## src/rtl/square_scytale_transposer_core_assert.svh

```systemverilog
// Assertion macros used by the square scytale transposer datapath.
`ifndef SQUARE_SCYTALE_TRANSPOSER_CORE_ASSERT_SVH
`define SQUARE_SCYTALE_TRANSPOSER_CORE_ASSERT_SVH

// Checked on every rising edge outside reset.
`define SST_ASSERT(name, prop, msg) \
  name: assert property (@(posedge clk_i) disable iff (!rst_ni) prop) else $error(msg);

// Checked on every rising edge, reset included.
`define SST_ASSERT_ALWAYS(name, prop, msg) \
  name: assert property (@(posedge clk_i) prop) else $error(msg);

`endif

```

## src/rtl/sst_pkg.sv

```systemverilog
// Package with the constants, payload types and control structs of the transposer.
package sst_pkg;

  localparam int unsigned MaxChars = 64;
  localparam int unsigned CountW   = $clog2(MaxChars + 1);
  localparam int unsigned AddrW    = $clog2(MaxChars);
  localparam int unsigned SideW    = CountW / 2 + 1;
  localparam int unsigned SqW      = 2 * SideW;

  localparam logic [7:0] PadChar = 8'h20;

  typedef struct packed {
    logic [7:0] in_char;
    logic       in_last;
  } in_t;

  typedef struct packed {
    logic [7:0] out_char;
    logic       out_last;
    logic       overflow;
  } out_t;

  // Commands from the controller to the datapath.
  typedef struct packed {
    logic store;
    logic side_clr;
    logic side_step;
    logic issue;
    logic finish;
  } sst_cmd_t;

  // Status from the datapath to the controller.
  typedef struct packed {
    logic side_ok;
    logic cell_last;
    logic out_free;
  } sst_sts_t;

endpackage

```

## src/rtl/sst_datapath.sv

```systemverilog
// Datapath of the transposer: message memory, counters, side search and output register.
`include "square_scytale_transposer_core_assert.svh"

module sst_datapath import sst_pkg::*; (
  input  logic     clk_i,
  input  logic     rst_ni,
  input  sst_cmd_t cmd_i,
  output sst_sts_t sts_o,
  input  in_t      in_data_i,
  input  logic     out_ready_i,
  output logic     out_valid_o,
  output out_t     out_data_o
);

  logic [7:0]        mem [MaxChars];
  logic [CountW-1:0] cnt_q;
  logic              dropped_q;
  logic [SideW-1:0]  side_q;
  logic [SideW-1:0]  row_q;
  logic [SideW-1:0]  col_q;
  logic [SqW-1:0]    idx_q;
  logic              out_valid_q;
  out_t              out_q;

  logic [SqW-1:0]    side_sq;
  logic [SideW-1:0]  side_m1;
  logic              not_full;

  assign side_sq  = SqW'(side_q) * SqW'(side_q);
  assign side_m1  = side_q - SideW'(1);
  assign not_full = cnt_q < CountW'(MaxChars);

  assign sts_o.side_ok   = side_sq >= SqW'(cnt_q);
  assign sts_o.cell_last = (row_q == side_m1) && (col_q == side_m1);
  assign sts_o.out_free  = !out_valid_q || out_ready_i;

  assign out_valid_o = out_valid_q;
  assign out_data_o  = out_q;

  always_ff @(posedge clk_i or negedge rst_ni) begin
    if (!rst_ni) begin
      cnt_q       <= '0;
      dropped_q   <= 1'b0;
      side_q      <= '0;
      row_q       <= '0;
      col_q       <= '0;
      idx_q       <= '0;
      out_valid_q <= 1'b0;
    end else begin
      if (cmd_i.store) begin
        if (not_full) begin
          cnt_q <= cnt_q + CountW'(1);
        end else begin
          dropped_q <= 1'b1;
        end
      end
      if (cmd_i.finish) begin
        cnt_q     <= '0;
        dropped_q <= 1'b0;
      end
      if (cmd_i.side_clr) begin
        side_q <= '0;
        row_q  <= '0;
        col_q  <= '0;
        idx_q  <= '0;
      end else if (cmd_i.side_step) begin
        side_q <= side_q + SideW'(1);
      end
      // Walk the square column by column; the linear index moves by one row
      // (side entries) per step and restarts at the next column's top.
      if (cmd_i.issue) begin
        if (row_q == side_m1) begin
          row_q <= '0;
          col_q <= col_q + SideW'(1);
          idx_q <= SqW'(col_q) + SqW'(1);
        end else begin
          row_q <= row_q + SideW'(1);
          idx_q <= idx_q + SqW'(side_q);
        end
      end
      if (cmd_i.issue) begin
        out_valid_q <= 1'b1;
      end else if (out_ready_i) begin
        out_valid_q <= 1'b0;
      end
    end
  end

  // Memory write port and registered read straight into the output register.
  always_ff @(posedge clk_i) begin
    if (cmd_i.store && not_full) begin
      mem[cnt_q[AddrW-1:0]] <= in_data_i.in_char;
    end
    if (cmd_i.issue) begin
      out_q.out_char <= (idx_q < SqW'(cnt_q)) ? mem[idx_q[AddrW-1:0]] : PadChar;
      out_q.out_last <= sts_o.cell_last;
      out_q.overflow <= dropped_q;
    end
  end

  `SST_ASSERT(a_count_range, cnt_q <= CountW'(MaxChars), "byte count exceeds buffer size")
  `SST_ASSERT(a_drop_when_full, dropped_q |-> (cnt_q == CountW'(MaxChars)), "early drop flag")
  `SST_ASSERT(a_finish_clears, cmd_i.finish |=> (cnt_q == '0 && !dropped_q), "message state not cleared")
  `SST_ASSERT(a_step_only_short, cmd_i.side_step |-> !sts_o.side_ok, "side stepped past ceiling root")
  `SST_ASSERT(a_issue_side, cmd_i.issue |-> (side_q != '0), "emit with zero side")
  `SST_ASSERT_ALWAYS(a_reset_idle, !rst_ni |=> !out_valid_q, "output valid after reset")

endmodule

```

## src/rtl/sst_ctrl.sv

```systemverilog
// Controller state machine of the transposer: load, side search and emit phases.
module sst_ctrl import sst_pkg::*; (
  input  logic     clk_i,
  input  logic     rst_ni,
  input  logic     in_valid_i,
  input  logic     in_last_i,
  output logic     in_ready_o,
  input  sst_sts_t sts_i,
  output sst_cmd_t cmd_o
);

  localparam logic [1:0] StLoad = 2'd0;
  localparam logic [1:0] StSide = 2'd1;
  localparam logic [1:0] StEmit = 2'd2;

  logic [1:0] state_q, state_d;

  always_comb begin
    state_d    = state_q;
    in_ready_o = 1'b0;
    cmd_o      = '0;
    unique case (state_q)
      StLoad: begin
        in_ready_o  = 1'b1;
        cmd_o.store = in_valid_i;
        if (in_valid_i && in_last_i) begin
          cmd_o.side_clr = 1'b1;
          state_d        = StSide;
        end
      end
      StSide: begin
        if (sts_i.side_ok) begin
          state_d = StEmit;
        end else begin
          cmd_o.side_step = 1'b1;
        end
      end
      StEmit: begin
        cmd_o.issue = sts_i.out_free;
        if (sts_i.out_free && sts_i.cell_last) begin
          cmd_o.finish = 1'b1;
          state_d      = StLoad;
        end
      end
      default: begin
        state_d = StLoad;
      end
    endcase
  end

  always_ff @(posedge clk_i or negedge rst_ni) begin
    if (!rst_ni) begin
      state_q <= StLoad;
    end else begin
      state_q <= state_d;
    end
  end

endmodule

```

## src/rtl/square_scytale_transposer_core.sv

```systemverilog
// Top level of the square scytale transposer: controller plus datapath.
// The input channel takes one message byte per transaction, with in_last set
// on the final byte. Bytes are stored in arrival order, one per cycle, in a
// 64-entry buffer; bytes arriving while the buffer is full are dropped and the
// whole message is flagged with overflow.
// After the last byte the block finds the side of the square, the smallest
// number whose square covers the stored length, by stepping a counter and
// squaring it. It then emits side*side output transactions, reading the
// square column by column, padding empty cells with spaces and setting
// out_last on the final one. Emission runs at one transaction per cycle
// while the receiver does not stall, set by the single memory read port that
// feeds the output register, which takes the first cell after side search.
// The input channel is not ready during side search and emission; it opens
// again in the cycle after the last cell is issued, even while that cell
// still waits in the output register.
// A receiver stall holds the output register and pauses the column walk.
// Reset clears the counters, the drop flag and the output valid; the buffer
// contents are not cleared, since only written entries are ever read.
module square_scytale_transposer_core import sst_pkg::*; (
  input  logic clk_i,
  input  logic rst_ni,
  input  logic in_valid_i,
  output logic in_ready_o,
  input  in_t  in_data_i,
  output logic out_valid_o,
  input  logic out_ready_i,
  output out_t out_data_o
);

  sst_cmd_t cmd;
  sst_sts_t sts;

  sst_ctrl u_ctrl (
    .clk_i      (clk_i),
    .rst_ni     (rst_ni),
    .in_valid_i (in_valid_i),
    .in_last_i  (in_data_i.in_last),
    .in_ready_o (in_ready_o),
    .sts_i      (sts),
    .cmd_o      (cmd)
  );

  sst_datapath u_datapath (
    .clk_i       (clk_i),
    .rst_ni      (rst_ni),
    .cmd_i       (cmd),
    .sts_o       (sts),
    .in_data_i   (in_data_i),
    .out_ready_i (out_ready_i),
    .out_valid_o (out_valid_o),
    .out_data_o  (out_data_o)
  );

endmodule

```

## config.mk

```make
export PLATFORM = sky130hd
export DESIGN_NAME = square_scytale_transposer_core
export DESIGN_NICKNAME = d
export VERILOG_FILES = /design/src/rtl/sst_pkg.sv /design/src/rtl/sst_datapath.sv /design/src/rtl/sst_ctrl.sv /design/src/rtl/square_scytale_transposer_core.sv
export VERILOG_INCLUDE_DIRS = /design/src /design/src/rtl
export SDC_FILE = /design/constraint.sdc
export NUM_CORES = 1
export LEC_CHECK = 0
export BUFFER_PORTS_ARGS = -buffer_cell sky130_fd_sc_hd__buf_4
export CORE_UTILIZATION = 28
export CTS_BUF_LIST = sky130_fd_sc_hd__clkbuf_8
export DETAILED_ROUTE_END_ITERATION = 8
export HOLD_SLACK_MARGIN = 0.02
export SLEW_MARGIN = 30
export SYNTH_ARGS = -nofsm -noshare
export SYNTH_HDL_FRONTEND = slang
export SYNTH_SLANG_ARGS = --single-unit
export TNS_END_PERCENT = 10
```

## constraint.sdc

```tcl
create_clock -name clk_i -period 2.8 [get_ports clk_i]
set_input_delay 0.28 -clock clk_i [delete_from_list [all_inputs] [get_ports clk_i]]
set_output_delay 0.28 -clock clk_i [all_outputs]
set_load 0.005 [all_outputs]
```

Word-level counts from Yosys, hierarchy flattened. Memories as Yosys holds them, arrays and structs flattened. A register that Yosys moved wholly into a read port is not among the register bits. Index checks and enable logic that the tools add are counted.

Magnitude comparators: 3. Reductions and logical operators: 16. Mux-type cells: 32. Equality and inequality tests: 8. Multiply operators: 1. Add/subtract/negate cells: 7.

Operators by type and width (count): $mux W4 (8); $mux W8 (3); $mux W7 (3); $add A4 B1 Y4 const B (3); $mux W1 (12); $mux W2 (5); $reduce_bool A2 Y1 (5); $add A8 B4 Y8 (1); $eq A4 B4 Y1 (2); $ge A8 B7 Y1 (1); $lt A8 B7 Y1 (1); $mul A4 B4 Y8 (1); $add A7 B1 Y7 const B (1); $lt A7 B7 Y1 const B (1); $pmux W2 S3 (1); $add A4 B1 Y5 const B (1); $logic_and A1 B1 Y1 (4); $ne A2 B1 Y1 const B (2); $ne A2 B2 Y1 const B (2); $reduce_and A2 Y1 (2); $sub A4 B1 Y4 const B (1); $reduce_and A3 Y1 (1); $eq A2 B1 Y1 const B (1); $eq A2 B2 Y1 const B (1); other kinds (3) (4).

Register bits after elaboration: 33. Memories kept: 1. Bits in writable memories: 512. Output and inout port bits: 12.

Memories: u_datapath.mem (words 64, bits a word 8, read ports 1, clocked after Yosys merged registers in 1, wr ports 1, RTL line sst_datapath.sv:15) `logic [7:0] mem [MaxChars];`.

Logic depth before layout (Yosys ltp).
Depth in word-level cells: 8. Gate-level depth with buffers: 14. Gate-level depth less buffers: 13.

By module. Synthesis repeated with hierarchy kept, for this count alone.

Cell total of the unflattened synthesis: 1126. Area total of the unflattened synthesis: 22422.8 µm².

By module, submodules not included: sst_datapath (times used 1, cells an instance 1114, area an instance 22288.9 µm², sequential area each 16400.7 µm²); sst_ctrl (times used 1, cells an instance 12, area an instance 133.9 µm², sequential area each 50.0 µm²).

Worst setup path after synthesis. No wires, ideal clock.

Path type: reg2reg. Start: register u_datapath.side_q[2]. End: register u_datapath.side_q[2]. Arrival time: 2.639 ns. Path slack: 0.035 ns. Cell stages (with the launch flop): 14. Path buffers: 1. Cells stage by stage: dfrtp_1 -> buf_2 -> and2_1 -> nand2_1 -> inv_1 -> ha_1 -> a21o_1 -> a21oi_1 -> xnor2_1 -> ha_1 -> o21a_1 -> a211oi_1 -> nand3_1 -> mux2i_1.

Cells in the longest elaborated chain, start to end: 5. Elaborated cells between the ends (all ways): 8.

Ends and longest elaborated chain: start: declaration (RTL line sst_datapath.sv:18) `logic [SideW-1:0] side_q;`; start signal: assignment (RTL line sst_datapath.sv:67) `side_q <= side_q + SideW'(1);`; $mul A4 B4 Y8 (RTL line sst_datapath.sv:29) `assign side_sq = SqW'(side_q) * SqW'(side_q);`; $ge A8 B7 Y1 (RTL line sst_datapath.sv:33) `assign sts_o.side_ok = side_sq >= SqW'(cnt_q);`; $mux W1 (RTL line sst_ctrl.sv:32) `if (sts_i.side_ok) begin`; $mux W1 (RTL line sst_ctrl.sv:22) `unique case (state_q)`; $reduce_bool A2 Y1 (no line).

Several ways; a longest one is shown, not always the timed one. The select of a mux whose other input is x is not followed. A chain may end at the register's enable or synchronous reset.

Worst setup path after layout.
Start: register u_datapath.side_q[0]. End: register u_datapath.side_q[0].

Same word-level chain as after synthesis.

==> flow_summary.toml <==
[critical_path]
crit_path_end_kind = "flip-flop"
ff2ff_path_depth = 11
path_max_fanout = 8
rr_startpoint = "u_datapath.side_q[0]$_DFFE_PN0P_"
start_kind = "flip-flop"
cp_num_buf_inv = 1
worstSetupStartpoint = "u_datapath.side_q[0]$_DFFE_PN0P_"
cp.required_ns = 3.35
crit_path_max_incr_delay_ns = 0.43
critPathTopFamily = "compound AO/OA/AOI/OAI gates"
arrival_ns = 3.18
cp_slowest_cell = "dfrtp_1"
path_cells = "buf_4, and2_1, ha_1, a21o_1, a21oi_1, xnor2_1, ha_1, o21a_1, a211o_1, o21ai_0, a21oi_1"
crit_cells = 11
path_class = "reg -> reg"

[global_route]
track_usage_pct = 12.6
gr-total-overflow = 0
grt_pass1_wl_um = 77500
grt_max_degree = 65
antenna_found_initial = 0
grt_pass1_vias = 12200

[finish]
antenna_cells = 0
layout_common_cells = "522 x edfxtp_1, 140 x buf_4, 113 x mux4_2, 94 x clkbuf_8, 93 x nor2_1"
fillers = 7555
area_growth_pct = 18.0
stdcell_count = 2505
regArea_um2 = 16500
nNetsFinal = 1429
multi_input_area_um2 = 5590
layout_commonest_cell = "edfxtp_1"
post-route-util_pct = 33.4
drive_gt1_share_pct = 27.5

[clock_tree]
clock_path_buffers = 3
clkSinkCount = 553
htree_num_levels = 3
clock_latency_ns = 0.67
cts_tree = "done"
cts.clk_slew.worst_paths_ns = 0.06
numCtsBuffers = 92
cts-root-buf = "clkbuf_8"

[detailed_routing]
num_vias = 11800
drtAntennaViolNets = 0
drtIter0Drc = 1026
drc = 0
drt-total-wl_um = 51000
wl_per_cell_um = 20.4
dr.pass1.iters = 5
via_per_inst = 4.71

[logic_synthesis]
async_flop_share_pct = 5.61
netlist_instances = 1194
synth_edf_count = 522
yosysWarnings = 0
syn_area_um2 = 22400
syn_avg_cell_area_um2 = 18.8
ys_ff_latch = 553
ys_seq_area_share_pct = 73.4
synth_cell_types = 53
synthFlopType = "edfxtp_1"
syn-num-nets = 1235

[placement]
portBuffers = 24
place_ws_ns = 0.0654
post-place-cells = 2339
gp_congestion = 0.784
place_hpwl_um = 31700

[floorplan]
die_x_um = 285
core_area_um2 = 79100
ios = 25
dieArea_um2 = 81200
std_cell_rows = 103
start_util_pct = 28.3
die_h_um = 285

[power_and_ir_drop]
total_power_mw = 21.6
power_density_nw_per_um2 = 815
p_leak_nw = 8.73
worst_ir_drop_vdd_mv = 0.423

[sta]
whs_ns = 0.104
maxSlewHeadroom_pct = 49.8
hold_viol = 0
min_period_ns = 2.64
tightest_slew_ns = 0.753
finalMaxSlewViolations = 0
finClkSkew_ns = 0.0305
max_freq_mhz = 379
setup_viol = 0
setup_slack_ns = 0.163
min_period_over_period_pct = 94.2

[job]
cap_violations = 0

[min_path]
hold_path_class = "in -> async"

[outcome]
status = "finished, final reports clean"
synthesized netlist by cell type, types with 10 or more instances:
library cell / n / area share [%]
edfxtp_1: 522 / 70
mux4_2: 113 / 11
nor2_1: 93 / 1.6
mux2i_1: 40 / 1.8
o21ai_0: 36 / 0.80
dfrtp_1: 31 / 3.5
nand2_1: 30 / 0.50
ha_1: 26 / 1.5
nand3_1: 26 / 0.58
a21oi_1: 24 / 0.54
a22oi_1: 19 / 0.64
buf_2: 18 / 0.40
clkbuf_1: 16 / 0.27
nor2b_1: 16 / 0.45
buf_4: 15 / 0.50
inv_1: 15 / 0.25
a22o_1: 14 / 0.55
nand2b_1: 12 / 0.33
xor2_1: 12 / 0.47
xnor2_1: 11 / 0.43
a31oi_1: 10 / 0.28
registers in the layout, summed over array words and instances, names as in the netlist:
name and count:
u_datapath.mem 512, u_datapath.out_data_o 10, u_datapath.idx_q 8, u_datapath.cnt_q 7, u_datapath.col_q 4, u_datapath.row_q 4, u_datapath.side_q 4, u_ctrl.state_q 2
u_datapath.dropped_q 1, u_datapath.out_valid_o 1
metal layers:
metal  GRT usage [%]  part of all wire (%)  routed length (um)
met1            18.2                    47               23800
met2            18.9                    46               23300
met3            2.83                   5.7                2910
met4            3.93                   2.2                1120
met5               0                     0                   0
worst reg2reg max path, delay by kind of cell, from the launching register on:
| family | cells | cell delay [ns] |
|---|---|---|
| compound gates | 6 | 1.03 |
| fa+ha+maj | 2 | 0.57 |
| flops | 1 | 0.43 |
| buf+inv | 1 | 0.19 |
| simple gates | 1 | 0.15 |
| xor+xnor | 1 | 0.14 |
where the power goes:
| group | total [mW] | switching [mW] | internal, mW |
|---|---|---|---|
| Clock | 6.62 | 3.14 | 3.48 |
| Sequential | 9.77 | 0.303 | 9.47 |
| Combinational | 5.18 | 2.86 | 2.32 |
| Total | 21.6 | 6.31 | 15.3 |
cell type report:
cell class                 instances  share of cell area [%]
sequential                       553                    62.2
multi-input combinational        568                    21.1
timing repair buffer             157                    5.11
tap                             1050                    4.97
clock buffer                      94                    4.89
clock inverter                    67                    1.46
inverter                          16                   0.227
cells by family after synthesis:
group	synth area share [%]
xor gates and xnor gates	0.999
and+or+nand+nor	4.26
buffers and inverters	1.77
AOI/OAI and AO/OA	4.43
DFF	73.4
muxes	13.5
adders and majority gates	1.63
metrics by stage:
| stage | cell area, um2 | setup TNS [ns] |
|---|---|---|
| after global placement | 24700 | 0 |
| after CTS | 26400 | 0 |
| after floorplan | 22400 | 0 |
| final | 26500 | 0 |
| after global routing | 26500 | -0.00299 |
| after detailed placement | 24700 | 0 |
what timing repair did:
item                       in CTS  in global routing
setup buffers                   0                  1
hold endpoints to repair       36                  0
resized for setup               0                  8
hold buffers                    4                  0
setup endpoints to repair       0                  6
worst paths after layout:
kind                                                           end  slack, ns
worst min-delay path                 u_ctrl.state_q[0]$_DFFE_PN0P_       0.10
worst max-delay path              u_datapath.side_q[0]$_DFFE_PN0P_       0.16
worst max register to register    u_datapath.side_q[0]$_DFFE_PN0P_       0.16
min in group clk_i                 u_datapath.mem[17][5]$_DFFE_PP_       0.20
worst min register to register  u_datapath.out_data_o[0]$_DFFE_PP_       0.45
max in group asynchronous          u_datapath.idx_q[0]$_DFFE_PN0P_       2.35
(Power assumes the default switching activity.)
